==> src/rtl/core/dpht_ram.sv <==
// Generic single-clock RAM: one write port, one read port, registered read.
// No dependencies.
module dpht_ram #(
  parameter int WIDTH = 8,
  parameter int DEPTH = 16
) (
  input  logic                     clk,
  input  logic                     wr_en,
  input  logic [$clog2(DEPTH)-1:0] wr_addr,
  input  logic [WIDTH-1:0]         wr_data,
  input  logic                     rd_en,
  input  logic [$clog2(DEPTH)-1:0] rd_addr,
  output logic [WIDTH-1:0]         rd_data
);

  logic [WIDTH-1:0] mem [DEPTH];

  always_ff @(posedge clk) begin
    if (wr_en) begin
      mem[wr_addr] <= wr_data;
    end
    if (rd_en) begin
      rd_data <= mem[rd_addr];
    end
  end

endmodule

==> config.mk <==
export PLATFORM = sky130hd
export DESIGN_NAME = dpht_ram
export DESIGN_NICKNAME = d
export VERILOG_FILES = /design/src/rtl/core/dpht_ram.sv
export SDC_FILE = /design/constraint.sdc
export NUM_CORES = 1
export LEC_CHECK = 0
export BUFFER_PORTS_ARGS = -buffer_cell sky130_fd_sc_hd__buf_4
export CAP_MARGIN = 10
export CORE_MARGIN = 2
export CORE_UTILIZATION = 60
export CTS_CLUSTER_DIAMETER = 30
export CTS_CLUSTER_SIZE = 25
export DETAILED_ROUTE_END_ITERATION = 7
export PLACE_DENSITY = 0.88
export SETUP_SLACK_MARGIN = 0.4
export SYNTH_ARGS = -nofsm -noshare
export SYNTH_HDL_FRONTEND = slang
export SYNTH_SLANG_ARGS = --single-unit
==> constraint.sdc <==
create_clock -name clk -period 4.6 [get_ports clk]
set_input_delay 0.92 -clock clk [delete_from_list [all_inputs] [get_ports clk]]
set_output_delay 0.92 -clock clk [all_outputs]
set_load 0.01 [all_outputs]
==> results of run 1 <==
## worst max-delay path: stages
cell	delay, ns
buf_4	0.12
or3b_2	0.51
nor3_1	0.90
## final timing paths
check,start,end,slack [ns],depth (start not counted)
min reg2reg,mem[1][2],rd_data[2],0.78,3
max reg2reg,mem[9][1],rd_data[1],3.09,3
max,wr_addr[2],mem[0][5],2.28,3
min,wr_data[0],mem[0][0],0.70,1
## flip-flops by register name (all words and copies together), names as in the netlist
signal,count
rd_data,8
mem,128
## per-layer routing
metal / global-route usage [%] / up-vias / share of wire [%]
li1: - / 1056 / -
met1: 33.69 / 1243 / 40
met2: 34.83 / 186 / 49
met3: 6.906 / 13 / 9.8
met4: 10.90 / 0 / 1.3
met5: 0 / - / 0
## power groups by stage
| stage | sequential [uW] | clock (uW) | combinational (uW) |
|---|---|---|---|
| after floorplan | 1430 | 0 | 70.5 |
| after detailed placement | 1430 | 0 | 129 |
| after global routing | 1410 | 1460 | 140 |
| final | 1410 | 1390 | 131 |
| after global placement | 1430 | 0 | 124 |
| after CTS | 1410 | 1400 | 131 |
## layout make-up
type	instances	area, sq um
sequential	136	4084
timing repair buffer	28	210.2
tap	108	135.1
clock inverter	14	197.7
clock buffer	18	417.9
fill	487	2486
multi-input combinational	83	1062
## logic make-up after synthesis
kind of cell / synth area share (%)
AND/OR/NAND/NOR: 3.136
multiplexers: 14.79
AO/OA/AOI/OAI: 2.298
flip-flops: 78.12
buffers and inverters: 1.651
## cell usage in the layout, fill, tap and decap left out
cell type / instances
a22oi_1: 16
and2_1: 1
and2b_1: 1
buf_4: 28
bufinv_16: 4
clkbuf_1: 1
clkbuf_16: 16
clkbuf_8: 1
clkinv_2: 1
clkinv_4: 2
clkinvlp_4: 5
edfxtp_1: 136
inv_6: 2
mux4_1: 14
mux4_2: 18
nand2_1: 9
nand2b_1: 2
nand3_1: 1
nand3b_1: 2
nor2_1: 13
nor2b_1: 1
nor3_1: 3
nor3_2: 1
or3b_2: 1
## through the flow
step	utilization, %	setup WS [ns]
global route	71.07	2.219
floorplan	-	2.187
finish	71.07	2.280
CTS	71.07	2.296
detailed placement	63.91	1.756
global placement	63.91	1.903
==> flow_summary_export.csv, run 1 <==
group,metric,value,unit
yosys,ys_seq_area_share,78.12,%
placement,dp.cells,355,
routing,ant_nets,0,
placement,io_buffer_count,26,
placement,placed_area,0.005492,sq mm
yosys,synth_fp_nets,248,
routing,drt-wirelength-per-cell,26.66,um
yosys,synth.area.top_cells,"edfxtp_1 (78%), mux4_2 (7.8%), mux4_1 (7.0%)",
power_and_ir_drop,p_sw,587.8,uW
clock_network,hold_buffers,0,
die,rows,34,
run,cap_violations,0,
power_and_ir_drop,p_leak,0.002027,uW
routing,routed_wl,10320,um
grt,overflow,0,
power_and_ir_drop,p_sw_share,20.11,%
die,die_h,97.34,um
yosys,synthCells,229,
die,core_area,0.008593,sq mm
clock_network,clk_pin_slew,0.06,ns
die,die_width,97.34,um
power_and_ir_drop,internal-power,2336,uW
yosys,synth.distinct_cells,18,
power_and_ir_drop,vdd_drop_max,0.2730,mV
timing,drv_slew,0,
clock_network,clk_latency,0.52,ns
grt,grt_pass1_wl,15630,um
routing,route.detailed.drc,0,
die,io_pins,27,
timing,fmax,431.0,MHz
worst_setup_path,worstPathRequired,4.73,ns
timing,finalCriticalPeriod,2.320,ns
grt,grt_start_max_net_pins,33,
finish,diodes,0,
worst_setup_path,critical_path_class,"in -> reg",
die,dieArea,0.009475,sq mm
yosys,synth_top_cell_by_area,"edfxtp_1",
yosys,synth_top_area_share,78.12,%
yosys,synth.most_common_cell,"edfxtp_1",
min_path,hold_class,"in -> reg",
yosys,avgSynthCellArea,22.83,sq um
die,initial_core_util,60.83,%
yosys,async_flop_share,0,%
finish,instances_no_fill,387,
yosys,synth_edf_count,136,
routing,dr.pass1.iters,6,
power_and_ir_drop,p_seq_share,48.1,%
power_and_ir_drop,powerDensity,478.7,mW/mm^2
routing,viasPerCell,6.455,
worst_setup_path,startpoint_type,"input port",
grt,track_usage,23.70,%
timing,setup_viol,0,
clock_network,cts_root_buf,"clkbuf_8",
yosys,synthTopCellsByCount,"edfxtp_1 (136), mux4_2 (18), a22oi_1 (16), mux4_1 (14), nor2_1 (13)",
routing,routed-via-count,2498,
timing,tightest_slew,1.157,ns
clock_network,htreeDepth,4,
power_and_ir_drop,total_power,2923,uW
clock_network,clockBufferDepth,2,
timing,hold_viol,0,
finish,syn_to_final_growth,16.83,%
clock_network,clock_sinks,136,
status,run_status,"finished, final reports clean",
power_and_ir_drop,pwr-share-clk,47.4,%
timing,clock_skew,0.01394,ns
clock_network,ctsResizeCount,0,
timing,max_slew_margin,22.28,%
timing,tns,0,ns
routing,drt_iter0_markers,335,
yosys,synth_seq_cells,136,
timing,rsz0062_at_grt,"no",
finish,drive_gt1_share,28.32,%
placement,dp_hpwl,6008,um
finish,fin_nets,285,
clock_network,cts_tree,"built",
worst_setup_path,arrival,2.45,ns
yosys,ys_warn_count,0,
clock_network,numCtsBuffers,17,
yosys,synth_area,0.005228,sq mm
timing,holdWs,0.7034,ns
worst_setup_path,worstPathMaxFanout,8,
worst_setup_path,crit_path_end_kind,"flip-flop",
placement,place_congestion,0.7475,
yosys,ys.flop_type,"edfxtp_1",
grt,grt_pass1_vias,2522,
timing,finalCritPeriodShare,50.44,%
grt,antenna_found_initial,0,
power_and_ir_drop,comb_power_share,4.5,%
finish,postLayoutCellArea,0.006107,sq mm
clock_network,post-cts-setup-buffer-count,0,
Note: power is estimated with default switching activity, not from simulation.
==> run 2: changes to the inputs <==
ABC_AREA = 1   (was default)
CORE_UTILIZATION = 55   (was 60)
PLACE_DENSITY = 0.85   (was 0.88)
clock period = 2.08 ns   (was 4.6 ns; I/O delays follow)
==> run 2 against run 1 <==
  * Global-route usage up 0.16 points
  * Critical path depth fell by 2
  * Clock skew decreased by 0.0063 ns
  * Utilization shrank 5.8 points
  * Non-clock buffer count grew 18
  * Sequential power grew 120%
  * Combinational power increased to 3.0 times the previous value
  * Critical path type is now reg -> out
  * Largest cell class unchanged
==> flow_summary_export.csv, run 2 <==
group,metric,value,unit
worst_setup_path,cp_num_buf_inv,1,
finish,top_regs,"mem x128, rd_data x8",
grt,track_usage,23.86,%
min_path,holdPathEnd,"rd_data[1]",
worst_setup_path,cpMaxStageDelayCell,"edfxtp_1",
power_and_ir_drop,powerDensity,902.5,mW/mm^2
clock_network,clk_pin_slew,0.06,ns
power_and_ir_drop,vdd_drop_max,0.5437,mV
yosys,synthTopCellsByCount,"nand2_1 (173), edfxtp_1 (136), inv_1 (100), nand3_1 (97), nor2_1 (17)",
finish,diodes,0,
yosys,synth.area.top_cells,"edfxtp_1 (70%), nand2_1 (11%), nand3_1 (8.3%)",
timing,holdWs,0.1898,ns
power_and_ir_drop,p_sw,1410,uW
yosys,synth_top_cell_by_area,"edfxtp_1",
yosys,ys_warn_count,0,
finish,largest_reg_flops,128,
status,run_status,"finished, final reports clean",
timing,clock_skew,0.007682,ns
timing,tightest_slew,0.6561,ns
clock_network,clk_latency,0.52,ns
finish,regMostFlops,"mem",
min_path,worstHoldStart,"rd_en",
yosys,synth.distinct_cells,11,
worst_setup_path,cp_top_family,"flip-flops",
clock_network,clock_sinks,136,
finish,drive_gt1_share,12.89,%
finish,final_common_cell,"nand2_1",
timing,rsz0062_at_grt,"no",
timing,max_slew_margin,56.10,%
placement,place_congestion,0.8673,
placement,dp.cells,709,
finish,instances_no_fill,741,
timing,hold_viol,0,
routing,routed_wl,12790,um
routing,ant_nets,0,
yosys,synthCells,551,
die,initial_core_util,56.64,%
worst_setup_path,worstPathRequired,1.66,ns
finish,fin_nets,611,
power_and_ir_drop,comb_power_share,6.5,%
yosys,ys_seq_area_share,69.85,%
min_path,hold_depth,1,
die,io_pins,27,
worst_setup_path,critical_path_class,"reg -> out",
power_and_ir_drop,p_leak,0.002912,uW
worst_setup_path,crit-reg2reg-launch,"mem[1][7]",
grt,grt_pass1_wl,20040,um
worst_setup_path,rrSetupSlack,0.87,ns
die,die_width,107.1,um
grt,grt_pass1_vias,3972,
worst_setup_path,crit_chain,"buf_4",
worst_setup_path,ff2ff_path_depth,6,
yosys,ys.flop_type,"edfxtp_1",
yosys,synth_top_area_share,69.85,%
power_and_ir_drop,p_sw_share,23.18,%
power_and_ir_drop,pwr-share-clk,42.5,%
yosys,async_flop_share,0,%
die,core_area,0.01032,sq mm
die,die_h,107.1,um
clock_network,hold_buffers,0,
worst_setup_path,r2r-end,"rd_data[7]",
grt,grt_start_max_net_pins,33,
placement,dp_hpwl,7939,um
routing,drt_iter0_markers,393,
clock_network,numCtsBuffers,17,
routing,dr.pass1.iters,5,
timing,setup_viol,0,
clock_network,htreeDepth,4,
worst_setup_path,startpoint_type,"flip-flop",
grt,overflow,0,
die,dieArea,0.01147,sq mm
grt,antenna_found_initial,0,
routing,routed-via-count,4007,
timing,drv_slew,0,
timing,finalCritPeriodShare,71.65,%
routing,drt-wirelength-per-cell,17.26,um
routing,viasPerCell,5.408,
clock_network,cts_root_buf,"clkbuf_8",
worst_setup_path,crit_cells,1,
finish,syn_to_final_growth,15.28,%
routing,route.detailed.drc,0,
yosys,avgSynthCellArea,10.61,sq um
yosys,synth_area,0.005847,sq mm
timing,finalCriticalPeriod,1.490,ns
timing,fmax,671.0,MHz
timing,tns,0,ns
placement,dp_slack,0.3745,ns
worst_setup_path,arrival,1.07,ns
worst_setup_path,worstPathMaxFanout,1,
worst_setup_path,crit_path_end_kind,"output port",
yosys,synth.most_common_cell,"nand2_1",
clock_network,cts_tree,"built",
min_path,hold_class,"in -> reg",
yosys,synth_seq_cells,136,
clock_network,ctsResizeCount,0,
power_and_ir_drop,internal-power,4673,uW
finish,final_cell_mix,"nand2_1 (173), edfxtp_1 (136), inv_1 (100)",
die,rows,37,
timing,fin_ws,0.5897,ns
clock_network,post-cts-setup-buffer-count,0,
placement,io_buffer_count,26,
clock_network,clockBufferDepth,2,
yosys,synth_edf_count,136,
run,cap_violations,0,
power_and_ir_drop,total_power,6083,uW
power_and_ir_drop,p_seq_share,51.0,%
yosys,synth_fp_nets,570,
worst_setup_path,max_stage_delay,0.40,ns
[run 2: final cells by class]
cell class | count | area, sq um
clock inverters | 15 | 105.1
flip-flops and latches | 136 | 4084
fillers | 754 | 3583
multi-input cells | 289 | 1214
clock buffers | 17 | 414.1
inverters | 102 | 382.9
well taps | 136 | 170.2
repair buffers | 46 | 370.4
[run 2: kinds of logic (layout without fill, tap and decap cells)]
logic type,count (synthesis),after routing,synth area share (%)
buffers and inverters,126,180,9.394
DFF,136,136,69.85
and+or+nand+nor,289,289,20.76
[run 2: power by group through the flow]
| stage | combinational (uW) | clock, uW | sequential [uW] |
|---|---|---|---|
| after floorplan | 216 | 0 | 3170 |
| after global routing | 431 | 2740 | 3110 |
| after global placement | 370 | 0 | 3160 |
| after detailed placement | 384 | 0 | 3160 |
| final | 396 | 2580 | 3100 |
| after CTS | 392 | 2600 | 3100 |
[run 2: metrics by stage]
stage	util, %	instance area (sq um)
floorplan	-	5847
global placement	60.26	6221
detailed placement	60.26	6221
CTS	65.29	6740
global route	65.29	6740
finish	65.29	6740
[run 2: worst max-delay path by stage]
stage	end	startpoint
after detailed placement	rd_data[7]	rd_addr[1]
after floorplan	mem[10][0]	wr_addr[2]
after global placement	rd_data[6]	rd_addr[2]
after global routing	rd_data[0]	rd_data[0]
final	rd_data[0]	rd_data[0]
after CTS	rd_data[0]	rd_data[0]
[run 2: per-layer routing]
layer / up-vias / global-route usage, % / wire (um)
li1: 1866 / - / -
met1: 1897 / 29.41 / 4725
met2: 218 / 40.96 / 6637
met3: 26 / 6.079 / 1166
met4: 0 / 8.256 / 262
met5: - / 0 / 0
